## src/rtl/rpc_pkg.sv

```systemverilog
// ----------------------------------------------------------------------------
// rpc_pkg
// Shared types, constants and tables of the rectangular/polar converter.
// ----------------------------------------------------------------------------
`default_nettype none

package rpc_pkg;

    localparam int DATA_WIDTH   = 16;
    localparam int CORDIC_STEPS = 16;
    localparam int FRAC         = 8;
    localparam int XW           = 27;
    localparam int ZW           = 32;
    localparam int IDX_W        = 4;
    localparam int GW           = 30;
    localparam int PW           = XW + GW;

    localparam logic [2:0] FN_SET_REAL = 3'd0;
    localparam logic [2:0] FN_SET_IMAG = 3'd1;
    localparam logic [2:0] FN_SET_RECT = 3'd2;
    localparam logic [2:0] FN_SET_MAG  = 3'd3;
    localparam logic [2:0] FN_SET_ANG  = 3'd4;
    localparam logic [2:0] FN_SET_POL  = 3'd5;
    localparam logic [2:0] FN_READ     = 3'd6;

    typedef logic signed [XW-1:0] rpc_dp_t;
    typedef logic signed [ZW-1:0] rpc_ang_t;

    typedef struct packed {
        logic [2:0]                   func;
        logic signed [DATA_WIDTH-1:0] real_in;
        logic signed [DATA_WIDTH-1:0] imag_in;
        logic [DATA_WIDTH-1:0]        magnitude_in;
        logic signed [DATA_WIDTH-1:0] angle_in;
    } rpc_request_t;

    typedef struct packed {
        logic signed [DATA_WIDTH-1:0] real_out;
        logic signed [DATA_WIDTH-1:0] imag_out;
        logic [DATA_WIDTH-1:0]        magnitude_out;
        logic signed [DATA_WIDTH-1:0] angle_out;
    } rpc_result_t;

    typedef struct packed {
        logic             ccw;
        logic [IDX_W-1:0] shift;
    } rpc_rot_ctrl_t;

    function automatic rpc_ang_t atan_at(input logic [IDX_W-1:0] idx);
        rpc_ang_t val;
        case (idx)
            4'd0:    val = 32'sd536870912;
            4'd1:    val = 32'sd316933406;
            4'd2:    val = 32'sd167458907;
            4'd3:    val = 32'sd85004756;
            4'd4:    val = 32'sd42667331;
            4'd5:    val = 32'sd21354465;
            4'd6:    val = 32'sd10679838;
            4'd7:    val = 32'sd5340245;
            4'd8:    val = 32'sd2670163;
            4'd9:    val = 32'sd1335087;
            4'd10:   val = 32'sd667544;
            4'd11:   val = 32'sd333772;
            4'd12:   val = 32'sd166886;
            4'd13:   val = 32'sd83443;
            4'd14:   val = 32'sd41722;
            default: val = 32'sd20861;
        endcase
        return val;
    endfunction

    function automatic logic [63:0] isqrt64(input logic [63:0] v_in);
        logic [63:0] v;
        logic [63:0] res;
        logic [63:0] bit_v;
        v     = v_in;
        res   = 64'd0;
        bit_v = 64'h4000_0000_0000_0000;
        for (int n = 0; n < 32; n++)
        begin
            if (bit_v > v)
            begin
                bit_v = bit_v >> 2;
            end
        end
        for (int n = 0; n < 32; n++)
        begin
            if (bit_v != 64'd0)
            begin
                if (v >= res + bit_v)
                begin
                    v   = v - (res + bit_v);
                    res = (res >> 1) + bit_v;
                end
                else
                begin
                    res = res >> 1;
                end
                bit_v = bit_v >> 2;
            end
        end
        return res;
    endfunction

    function automatic logic [63:0] calc_gain();
        logic [63:0] p;
        logic [63:0] s;
        logic [63:0] num;
        logic [63:0] rem;
        logic [63:0] quo;
        p = 64'd1 << 30;
        for (int i = 0; i < CORDIC_STEPS; i++)
        begin
            p = p + (p >> (2 * i));
        end
        s = isqrt64(p << 30);
        if (s == 64'd0)
        begin
            s = 64'd1;
        end
        num = (64'd1 << 60) + (s >> 1);
        rem = 64'd0;
        quo = 64'd0;
        for (int k = 63; k >= 0; k--)
        begin
            rem = {rem[62:0], num[k]};
            if (rem >= s)
            begin
                rem    = rem - s;
                quo[k] = 1'b1;
            end
        end
        return quo;
    endfunction

    localparam logic [63:0]   GAIN_FULL = calc_gain();
    localparam logic [GW-1:0] GAIN_Q30  = GAIN_FULL[GW-1:0];

endpackage

`default_nettype wire

```

## src/rtl/rect_polar_converter.sv

```systemverilog
// ----------------------------------------------------------------------------
// rect_polar_converter
// Complex value held in rectangular and polar form, converted by CORDIC.
// ----------------------------------------------------------------------------
// Each request sets one or both rectangular parts, one or both polar parts,
// or reads, and returns all four stored values. An update makes sixteen
// passes through the single shift-add rotator, plus setup, one pass through
// the gain multiplier and rounding; a rectangular update with both parts
// zero skips these. req_ready is low while a request is being worked on.
// The result sits in an output register until taken; while an earlier
// result still waits there, the next request holds in its last cycle.
`default_nettype none

module rect_polar_converter
    import rpc_pkg::*;
(
    input  logic         clk,
    input  logic         rst_n,
    input  logic         req_valid,
    output logic         req_ready,
    input  rpc_request_t req_data,
    output logic         res_valid,
    input  logic         res_ready,
    output rpc_result_t  res_data
);

    typedef enum logic [3:0] {
        S_IDLE,
        S_VSETUP,
        S_RMUL,
        S_RSETUP,
        S_ITER,
        S_VMUL,
        S_VFIN,
        S_RFIN,
        S_DONE
    } state_t;

    typedef enum logic {
        MODE_VEC,
        MODE_ROT
    } mode_t;

    localparam rpc_ang_t HALF_PI = 32'sd1073741824;

    state_t                       state_reg,  state_next;
    mode_t                        mode_reg,   mode_next;
    logic [IDX_W-1:0]             iter_reg,   iter_next;
    rpc_dp_t                      x_reg,      x_next;
    rpc_dp_t                      y_reg,      y_next;
    rpc_ang_t                     z_reg,      z_next;
    logic [PW-1:0]                prod_reg,   prod_next;
    logic signed [DATA_WIDTH-1:0] real_reg,   real_next;
    logic signed [DATA_WIDTH-1:0] imag_reg,   imag_next;
    logic [DATA_WIDTH-1:0]        mag_reg,    mag_next;
    logic signed [DATA_WIDTH-1:0] ang_reg,    ang_next;
    logic                         rvalid_reg, rvalid_next;
    rpc_result_t                  res_reg,    res_next;

    rpc_rot_ctrl_t  rot_ctrl;
    rpc_dp_t        x_rot;
    rpc_dp_t        y_rot;
    rpc_ang_t       z_rot;
    logic [XW-1:0]  mul_op;
    logic [PW-1:0]  mul_prod;
    logic           accept;
    rpc_dp_t        re_ext;
    rpc_dp_t        im_ext;
    rpc_ang_t       z_start;
    logic [PW:0]    x0_sum;
    logic [PW:0]    mag_sum;
    logic [PW-38:0] mag_round;
    rpc_ang_t       z_round;

    function automatic logic signed [DATA_WIDTH-1:0] round_sat(input rpc_dp_t v);
        logic signed [XW:0] wide;
        logic [XW:0]        absv;
        logic [XW:0]        q;
        logic signed [XW+1:0] sr;
        wide = {v[XW-1], v};
        absv = wide[XW] ? (~wide + (XW+1)'(1)) : wide;
        q    = (absv + (XW+1)'(1 << (FRAC - 1))) >> FRAC;
        sr   = wide[XW] ? -signed'({1'b0, q}) : signed'({1'b0, q});
        if (sr > (XW+2)'(32767))
        begin
            return 16'sh7FFF;
        end
        else if (sr < -(XW+2)'(32768))
        begin
            return 16'sh8000;
        end
        return sr[DATA_WIDTH-1:0];
    endfunction

    rpc_rotator u_rotator (
        .x     (x_reg),
        .y     (y_reg),
        .z     (z_reg),
        .ctrl  (rot_ctrl),
        .x_rot (x_rot),
        .y_rot (y_rot),
        .z_rot (z_rot)
    );

    rpc_gain_mul u_gain_mul (
        .operand (mul_op),
        .product (mul_prod)
    );

    assign req_ready = (state_reg == S_IDLE);
    assign accept    = req_valid & req_ready;
    assign res_valid = rvalid_reg;
    assign res_data  = res_reg;

    assign rot_ctrl.shift = iter_reg;
    assign rot_ctrl.ccw   = (mode_reg == MODE_VEC) ? y_reg[XW-1] : ~z_reg[ZW-1];

    assign mul_op = (mode_reg == MODE_ROT) ? XW'(mag_reg)
                  : (x_reg[XW-1] ? '0 : XW'(unsigned'(x_reg)));

    assign re_ext    = {{(XW-DATA_WIDTH-FRAC){real_reg[DATA_WIDTH-1]}}, real_reg, FRAC'(0)};
    assign im_ext    = {{(XW-DATA_WIDTH-FRAC){imag_reg[DATA_WIDTH-1]}}, imag_reg, FRAC'(0)};
    assign z_start   = {ang_reg, (ZW-DATA_WIDTH)'(0)};
    assign x0_sum    = (PW+1)'(prod_reg) + ((PW+1)'(1) << 21);
    assign mag_sum   = (PW+1)'(prod_reg) + ((PW+1)'(1) << 37);
    assign mag_round = mag_sum[PW:38];
    assign z_round   = z_reg + (32'sd1 <<< (ZW - DATA_WIDTH - 1));

    always_comb
    begin
        state_next  = state_reg;
        mode_next   = mode_reg;
        iter_next   = iter_reg;
        x_next      = x_reg;
        y_next      = y_reg;
        z_next      = z_reg;
        prod_next   = prod_reg;
        real_next   = real_reg;
        imag_next   = imag_reg;
        mag_next    = mag_reg;
        ang_next    = ang_reg;
        rvalid_next = rvalid_reg;
        res_next    = res_reg;

        if (rvalid_reg && res_ready)
        begin
            rvalid_next = 1'b0;
        end

        unique case (state_reg)
            S_IDLE:
            begin
                if (accept)
                begin
                    iter_next = '0;
                    unique case (req_data.func)
                        FN_SET_REAL:
                        begin
                            real_next  = req_data.real_in;
                            mode_next  = MODE_VEC;
                            state_next = S_VSETUP;
                        end
                        FN_SET_IMAG:
                        begin
                            imag_next  = req_data.imag_in;
                            mode_next  = MODE_VEC;
                            state_next = S_VSETUP;
                        end
                        FN_SET_RECT:
                        begin
                            real_next  = req_data.real_in;
                            imag_next  = req_data.imag_in;
                            mode_next  = MODE_VEC;
                            state_next = S_VSETUP;
                        end
                        FN_SET_MAG:
                        begin
                            mag_next   = req_data.magnitude_in;
                            mode_next  = MODE_ROT;
                            state_next = S_RMUL;
                        end
                        FN_SET_ANG:
                        begin
                            ang_next   = req_data.angle_in;
                            mode_next  = MODE_ROT;
                            state_next = S_RMUL;
                        end
                        FN_SET_POL:
                        begin
                            mag_next   = req_data.magnitude_in;
                            ang_next   = req_data.angle_in;
                            mode_next  = MODE_ROT;
                            state_next = S_RMUL;
                        end
                        default:
                        begin
                            state_next = S_DONE;
                        end
                    endcase
                end
            end

            S_VSETUP:
            begin
                if (real_reg == '0 && imag_reg == '0)
                begin
                    mag_next   = '0;
                    ang_next   = '0;
                    state_next = S_DONE;
                end
                else
                begin
                    if (real_reg[DATA_WIDTH-1])
                    begin
                        x_next = -re_ext;
                        y_next = -im_ext;
                        z_next = {1'b1, (ZW-1)'(0)};
                    end
                    else
                    begin
                        x_next = re_ext;
                        y_next = im_ext;
                        z_next = '0;
                    end
                    state_next = S_ITER;
                end
            end

            S_RMUL:
            begin
                prod_next  = mul_prod;
                state_next = S_RSETUP;
            end

            S_RSETUP:
            begin
                y_next = '0;
                if (z_start > HALF_PI || z_start < -HALF_PI)
                begin
                    x_next = -rpc_dp_t'(x0_sum[XW+21:22]);
                    z_next = {~z_start[ZW-1], z_start[ZW-2:0]};
                end
                else
                begin
                    x_next = rpc_dp_t'(x0_sum[XW+21:22]);
                    z_next = z_start;
                end
                state_next = S_ITER;
            end

            S_ITER:
            begin
                x_next    = x_rot;
                y_next    = y_rot;
                z_next    = z_rot;
                iter_next = iter_reg + IDX_W'(1);
                if (iter_reg == IDX_W'(CORDIC_STEPS - 1))
                begin
                    state_next = (mode_reg == MODE_VEC) ? S_VMUL : S_RFIN;
                end
            end

            S_VMUL:
            begin
                prod_next  = mul_prod;
                state_next = S_VFIN;
            end

            S_VFIN:
            begin
                if (mag_round > (PW-37)'(16'hFFFF))
                begin
                    mag_next = 16'hFFFF;
                end
                else
                begin
                    mag_next = mag_round[DATA_WIDTH-1:0];
                end
                ang_next   = z_round[ZW-1:ZW-DATA_WIDTH];
                state_next = S_DONE;
            end

            S_RFIN:
            begin
                real_next  = round_sat(x_reg);
                imag_next  = round_sat(y_reg);
                state_next = S_DONE;
            end

            S_DONE:
            begin
                if (!rvalid_reg || res_ready)
                begin
                    res_next.real_out      = real_reg;
                    res_next.imag_out      = imag_reg;
                    res_next.magnitude_out = mag_reg;
                    res_next.angle_out     = ang_reg;
                    rvalid_next            = 1'b1;
                    state_next             = S_IDLE;
                end
            end

            default:
            begin
                state_next = S_IDLE;
            end
        endcase
    end

    always_ff @(posedge clk or negedge rst_n)
    begin
        if (!rst_n)
        begin
            state_reg  <= S_IDLE;
            mode_reg   <= MODE_VEC;
            iter_reg   <= '0;
            real_reg   <= '0;
            imag_reg   <= '0;
            mag_reg    <= '0;
            ang_reg    <= '0;
            rvalid_reg <= 1'b0;
            res_reg    <= '0;
        end
        else
        begin
            state_reg  <= state_next;
            mode_reg   <= mode_next;
            iter_reg   <= iter_next;
            real_reg   <= real_next;
            imag_reg   <= imag_next;
            mag_reg    <= mag_next;
            ang_reg    <= ang_next;
            rvalid_reg <= rvalid_next;
            res_reg    <= res_next;
        end
    end

    always_ff @(posedge clk)
    begin
        x_reg    <= x_next;
        y_reg    <= y_next;
        z_reg    <= z_next;
        prod_reg <= prod_next;
    end

endmodule

`default_nettype wire

```

## src/rtl/rpc_rotator.sv

```systemverilog
// ----------------------------------------------------------------------------
// rpc_rotator
// One CORDIC micro-rotation: shift-add on x and y, arctangent step on z.
// ----------------------------------------------------------------------------
`default_nettype none

module rpc_rotator
    import rpc_pkg::*;
(
    input  rpc_dp_t       x,
    input  rpc_dp_t       y,
    input  rpc_ang_t      z,
    input  rpc_rot_ctrl_t ctrl,
    output rpc_dp_t       x_rot,
    output rpc_dp_t       y_rot,
    output rpc_ang_t      z_rot
);

    rpc_dp_t  x_sh;
    rpc_dp_t  y_sh;
    rpc_ang_t step;

    assign x_sh = x >>> ctrl.shift;
    assign y_sh = y >>> ctrl.shift;
    assign step = atan_at(ctrl.shift);

    always_comb
    begin
        if (ctrl.ccw)
        begin
            x_rot = x - y_sh;
            y_rot = y + x_sh;
            z_rot = z - step;
        end
        else
        begin
            x_rot = x + y_sh;
            y_rot = y - x_sh;
            z_rot = z + step;
        end
    end

endmodule

`default_nettype wire

```

## src/rtl/rpc_gain_mul.sv

```systemverilog
// ----------------------------------------------------------------------------
// rpc_gain_mul
// Multiplier by the inverse of the CORDIC gain, in Q30.
// ----------------------------------------------------------------------------
`default_nettype none

module rpc_gain_mul
    import rpc_pkg::*;
(
    input  logic [XW-1:0] operand,
    output logic [PW-1:0] product
);

    assign product = PW'(operand) * PW'(GAIN_Q30);

endmodule

`default_nettype wire
```

## config.mk

```make
export PLATFORM = sky130hd
export DESIGN_NAME = rect_polar_converter
export DESIGN_NICKNAME = d
export VERILOG_FILES = /design/src/rtl/rpc_pkg.sv /design/src/rtl/rect_polar_converter.sv /design/src/rtl/rpc_rotator.sv /design/src/rtl/rpc_gain_mul.sv
export SDC_FILE = /design/constraint.sdc
export NUM_CORES = 2
export LEC_CHECK = 0
export BUFFER_PORTS_ARGS = -buffer_cell sky130_fd_sc_hd__buf_2
export CAP_MARGIN = 20
export CORE_MARGIN = 3
export CORE_UTILIZATION = 54
export DETAILED_ROUTE_END_ITERATION = 12
export GPL_TIMING_DRIVEN = 0
export PLACE_DENSITY = 0.71
export SLEW_MARGIN = 20
export SYNTH_ARGS = -nofsm -noshare
export SYNTH_HDL_FRONTEND = slang
export SYNTH_HIERARCHICAL = 1
export SYNTH_SLANG_ARGS = --single-unit
```

## constraint.sdc

```tcl
create_clock -name clk -period 10.9 [get_ports clk]
set_input_delay 0.545 -clock clk [delete_from_list [all_inputs] [get_ports clk]]
set_output_delay 0.545 -clock clk [all_outputs]
set_load 0.01 [all_outputs]
```

# Yosys cells after proc, flatten, opt, wreduce, memory -nomap -nowiden
# Memory sizes are Yosys's and may differ from the RTL's.
# Index checks and enable logic that the tools add are counted.
[totals]
word_cells = 165
out_inout_bits = 66
register_bits = 280
n_memories = 1
mem_bits_ro = 480
[memory_table]
columns = ["name", "words", "word_bits", "read_ports", "rd_clocked_by_memory_dff", "write_ports", "line", "source"]
rows = [
  ["(no name shown)", 16, 30, 1, 0, 0, "rpc_pkg.sv:51", "case (idx)"],
]
[classes]
n_lt_le_gt_ge = 7
n_shift = 2
bitwise = 5
n_mul = 1
mux = 60
add_sub_neg = 19
n_eq_ne = 23
reduce_logical = 31
[ops]
columns = ["cell", "n"]
rows = [
  ["16-bit 2-to-1 mux", 16],
  ["27-bit 2-to-1 mux", 7],
  ["27-bit case mux with 3 select lines", 2],
  ["32-bit 2-to-1 mux", 4],
  ["16-bit case mux with 3 select lines", 2],
  ["32-bit case mux with 3 select lines", 1],
  ["16-bit case mux with 2 select lines", 2],
  ["29-bit by 16-bit greater-than comparator with 1-bit output, second input constant", 2],
  ["29-bit by 16-bit < comparator with 1-bit output, second input constant", 2],
  ["29-bit 2-to-1 mux", 2],
  ["20-bit negation with 29-bit output", 2],
  ["56-bit by 38-bit adder with 57-bit output, second input constant", 1],
  ["28-bit by 2-bit adder with 28-bit output, second input constant", 2],
  ["28-bit by 8-bit adder with 28-bit output, second input constant", 2],
  ["26-bit by 30-bit multiplier with 56-bit output, second input constant", 1],
  ["28-bit 2-to-1 mux", 2],
  ["27-bit NOT with 28-bit output", 2],
  ["27-bit adder", 2],
  ["24-bit negation with 27-bit output", 2],
  ["27-bit by 4-bit >>> shifter with 27-bit output", 2],
  ["27-bit subtractor", 2],
  ["26-bit 2-to-1 mux", 2],
  ["49-bit by 22-bit adder with 49-bit output, second input constant", 1],
  ["32-bit by 17-bit adder with 32-bit output, second input constant", 1],
  ["other kinds (37)", 84],
]

# Longest topological paths before layout
[logic_depth]
depth_word = 12
ltp_mapped = 30
mapped_depth_nobuf = 25

# Cells and area by module
# Netlist, hierarchy kept.
[by_module_without_submodules]
columns = ["module", "cells_each", "seq_area_each_um2", "area_each_um2", "instances"]
rows = [
  ["rect_polar_converter", 1864, 7116.8, 17130.2, 1],
  ["rpc_gain_mul", 1578, 0.0, 15087.0, 1],
  ["rpc_rotator", 1277, 0.0, 9848.2, 1],
]

# Worst setup path after synthesis
# OpenSTA, ideal clock, no wires.
[synth_path]
kind = "reg-to-reg"
start = "reg x_reg[26]"
end = "reg prod_reg[50], data pin"
stages_incl_launch_ff = 28
arrival_time_ns = 7.704
n_path_buf = 3
setup_time_ns = 0.256
period_less_slack_ns = 7.960
setup_slack_ns = 2.940
cell_sequence = "edfxtp_1 > inv_1 > clkbuf_1 > buf_1 > nand2_1 > o21ai_0 > ha_1 > fa_1 > inv_1 > fa_1 > inv_1 > fa_1 > inv_1 > fa_1 > inv_1 > fa_1 > inv_1 > fa_1 > inv_1 > ha_1 > clkbuf_2 > nand2_1 > o21a_1 > o21ai_0 > a41oi_4 > o41ai_4 > a31oi_1 > o211a_1"
[synth_between]
elab_chain_len = 3
[synth_lines]
columns = ["element", "line", "source"]
rows = [
  ["start: declaration", "rect_polar_converter.sv:49", "rpc_dp_t x_reg, x_next;"],
  ["start signal: assignment", "rect_polar_converter.sv:340", "x_reg <= x_next;"],
  ["26-bit 2-to-1 mux", "rect_polar_converter.sv:119", ": (x_reg[XW-1] ? '0 : XW'(unsigned'(x_reg)));"],
  ["26-bit 2-to-1 mux", "rect_polar_converter.sv:118", "assign mul_op = (mode_reg == MODE_ROT) ? XW'(mag_reg)"],
  ["net mul_op[11]", "rect_polar_converter.sv:64", "logic [XW-1:0] mul_op;"],
  ["26-bit by 30-bit multiplier with 56-bit output", "rpc_gain_mul.sv:14", "assign product = PW'(operand) * PW'(GAIN_Q30);"],
  ["net mul_prod[50]", "rect_polar_converter.sv:65", "logic [PW-1:0] mul_prod;"],
  ["end signal: assignment", "rect_polar_converter.sv:343", "prod_reg <= prod_next;"],
  ["end: declaration", "rect_polar_converter.sv:52", "logic [PW-1:0] prod_reg, prod_next;"],
]
# The timed path passes the listed nets, and every way through them passes these cells.
# A chain may end at the register's enable or synchronous reset.

# Worst setup path in the final report
[layout_path]
start = "reg x_reg[26]"
end = "reg prod_reg[53], data pin"
# The elaborated chain is that of the path after synthesis.

==> summary.md <==
| Metric | Value |
|---|---|
| Outcome | `complete, no violations` |
| Clk sinks | `260` |
| Clock Tree Buf Depth | `3` |
| Number of port buffers | `about 140` |
| Avg Cell Area, Syn | `8.93 µm²` |
| Critical Path Max Stage Delay | `0.72 ns` |
| Clk root buf | `clkbuf_16` |
| Drt first pass iters | `6` |
| Cts bufs inserted | `34` |
| Worst-Margin Slew | `1.17 ns` |
| Layout cells sized above 1 | `0.102` |
| Levels on crit path | `28` |
| Antenna diodes | `0` |
| Die Ht | `about 280 µm` |
| Number of DRC violations after detailed-routing iteration 0 | `4242` |
| Normalized max-slew margin | `0.220` |
| Pins Over Slew Limit | `0` |
| Yosys warning count | `6` |
| Crit path max fanout | `12` |
| Final count of negative-setup-slack endpoints | `0` |
| Worst hold path type | `primary input to register` |
| Multi-input logic area | `around 32000 µm²` |
| Rows | `approximately 100` |
| Register area | `~7100 µm²` |
| Startpoint Class | `register` |
| Detailed placement HPWL | `about 120 mm` |
| Io pins | `approximately 140` |
| Total global routing overflow | `0` |
| WL final | `147 mm` |
| Critical Path RT | `11.19 ns` |
| Largest net degree at the start of global routing | `95` |
| Total of max-cap violations | `0` |
| Number of cells produced by synthesis | `roughly 4700` |
| Filler cells | `a little under 7000` |
| All-Layer GR Usage | `0.359` |
| Netlist Area Pre-Place | `about 42000 µm²` |
| Clock Skew | `~0.030 ns` |
| Fin nets | `roughly 5700` |
| Via/cell ratio | `approximately 6.3` |
| Setup TNS | `0 ns` |
| Initial Util | `0.548` |
| Gpl congestion | `slightly above 1` |
| Core area | `76300 µm²` |
| Unrepaired setup endpoints after global routing | `no` |
| Period Utilization, post-route | `0.944` |
| Worst-case reg-to-reg path depth | `28` |
| Max reg flops | `64` |
| Fmax | `approximately 100 MHz` |
| Final ANT Viol Nets | `0` |
| CP Class | `register to register` |
| Clock slew at reported path FFs | `approximately 0.060 ns` |
| Global-route wire length before repair | `~220 mm` |
| Crit path buffers/inverters | `10` |
| Shortest period the worst path allows | `between 10 and 15 ns` |
| Routed vias | `between 30000 and 40000` |
| Worst-Skew Late Latency | `about 0.56 ns` |
| H-Tree Depth | `2` |
| Setup crit end kind | `register` |
| Die area | `roughly 80000 µm²` |
| Die Wd | `between 200 and 300 µm` |
| Hold path depth | `3` |
| Initial antenna violation count | `0` |
| # DRC | `0` |
| Hold Fails Final Rpt | `0` |
| CP arrival | `about 11 ns` |
| Area Growth Syn to Fin | `8.01%` |
| CP max-delay cell | `ha_1` |
| CTS tree | `done` |
| Vias in the first global route | `roughly 36000` |
| Core Util, Final | `0.592` |
| Routed WL per cell | `roughly 25 µm` |
| CP delay by family, top | `adder cells` |
| Hold_ws | `around 0.3 ns` |
area by class of cell:
cell class                      instances  share of cell area
Buffer                                205              0.0207
Clock inverter                         15             0.00266
Multi-Input combinational cell       3601               0.697
Sequential cell                       260               0.157
Clock buffer                           47              0.0220
Tap cell                             1030              0.0285
Timing Repair Buffer                  151              0.0197
Inverter                              626              0.0520
worst min-delay path, cell delays in order:
cell and delay, ns:
buf_2 0.09, a22oi_1 0.07, o21ai_0 0.13
path summary, 6_finish.rpt:
| check | start | endpoint | slack [ns] |
|---|---|---|---|
| min | req_data[30] | mag_reg[14]$_DFFE_PN0P_ | 0.30 |
| max reg2reg | x_reg[26]$_DFFE_PP_ | prod_reg[53]$_DFFE_PP_ | 0.61 |
| max | x_reg[26]$_DFFE_PP_ | prod_reg[53]$_DFFE_PP_ | 0.61 |
| min in group asynchronous | rst_n | imag_reg[6]$_DFFE_PN0P_ | 0.48 |
| min reg2reg | res_data[32]$_DFFE_PN0P_ | res_data[32]$_DFFE_PN0P_ | 0.47 |
| max in group asynchronous | rst_n | mag_reg[8]$_DFFE_PN0P_ | 9.58 |
metal layers:
layer / vias up / track usage / wire, µm
met4: 0 / 0.142 / 6770
met3: 304 / 0.0829 / 15300
met2: 1929 / 0.543 / 63700
met1: 18400 / 0.500 / 61100
met5: - / 0 / 0
li1: 16800 / - / -
stage by stage:
stage          setup WS, ns  cell area (µm²)  instances
4_1_cts               0.706            45200       5935
6_report              0.606            45200       5935
3_5_place_dp          0.729            44100       5872
2_1_floorplan          2.97            41900       4692
3_3_place_gp          0.151            43800       5857
5_1_grt               0.246            45200       5935
cell usage in the layout (no fill, tap or decap), types with 36 or more instances in the layout:
cell	n
and3_1	67
a21oi_1	257
nand3_1	99
xnor2_1	240
a31oi_1	44
xor2_1	144
a22o_1	36
dfrtp_1	138
mux2i_1	55
nor3_1	64
nand2b_1	41
and2_1	40
o21ai_0	222
edfxtp_1	122
clkbuf_1	152
fa_1	356
ha_1	374
a22oi_1	37
buf_2	154
mux4_2	58
nor4_1	39
nand2_1	350
nor2_1	280
mux2_2	82
nand4_1	44
o211ai_1	45
inv_1	624
a21o_1	72
clkbuf_16	37
repair_timing:
action / 4_1_cts / 5_1_grt
endpoints found under the setup margin: 0 / 1
hold buffers: 1 / 0
buffers inserted: 0 / 0
gates resized for setup: 0 / 1
endpoints found under the hold margin: 44 / 0
Power is left out: the tool's default activity adds up to more than one toggle a clock period on the data nets, which glitch-free logic cannot reach.
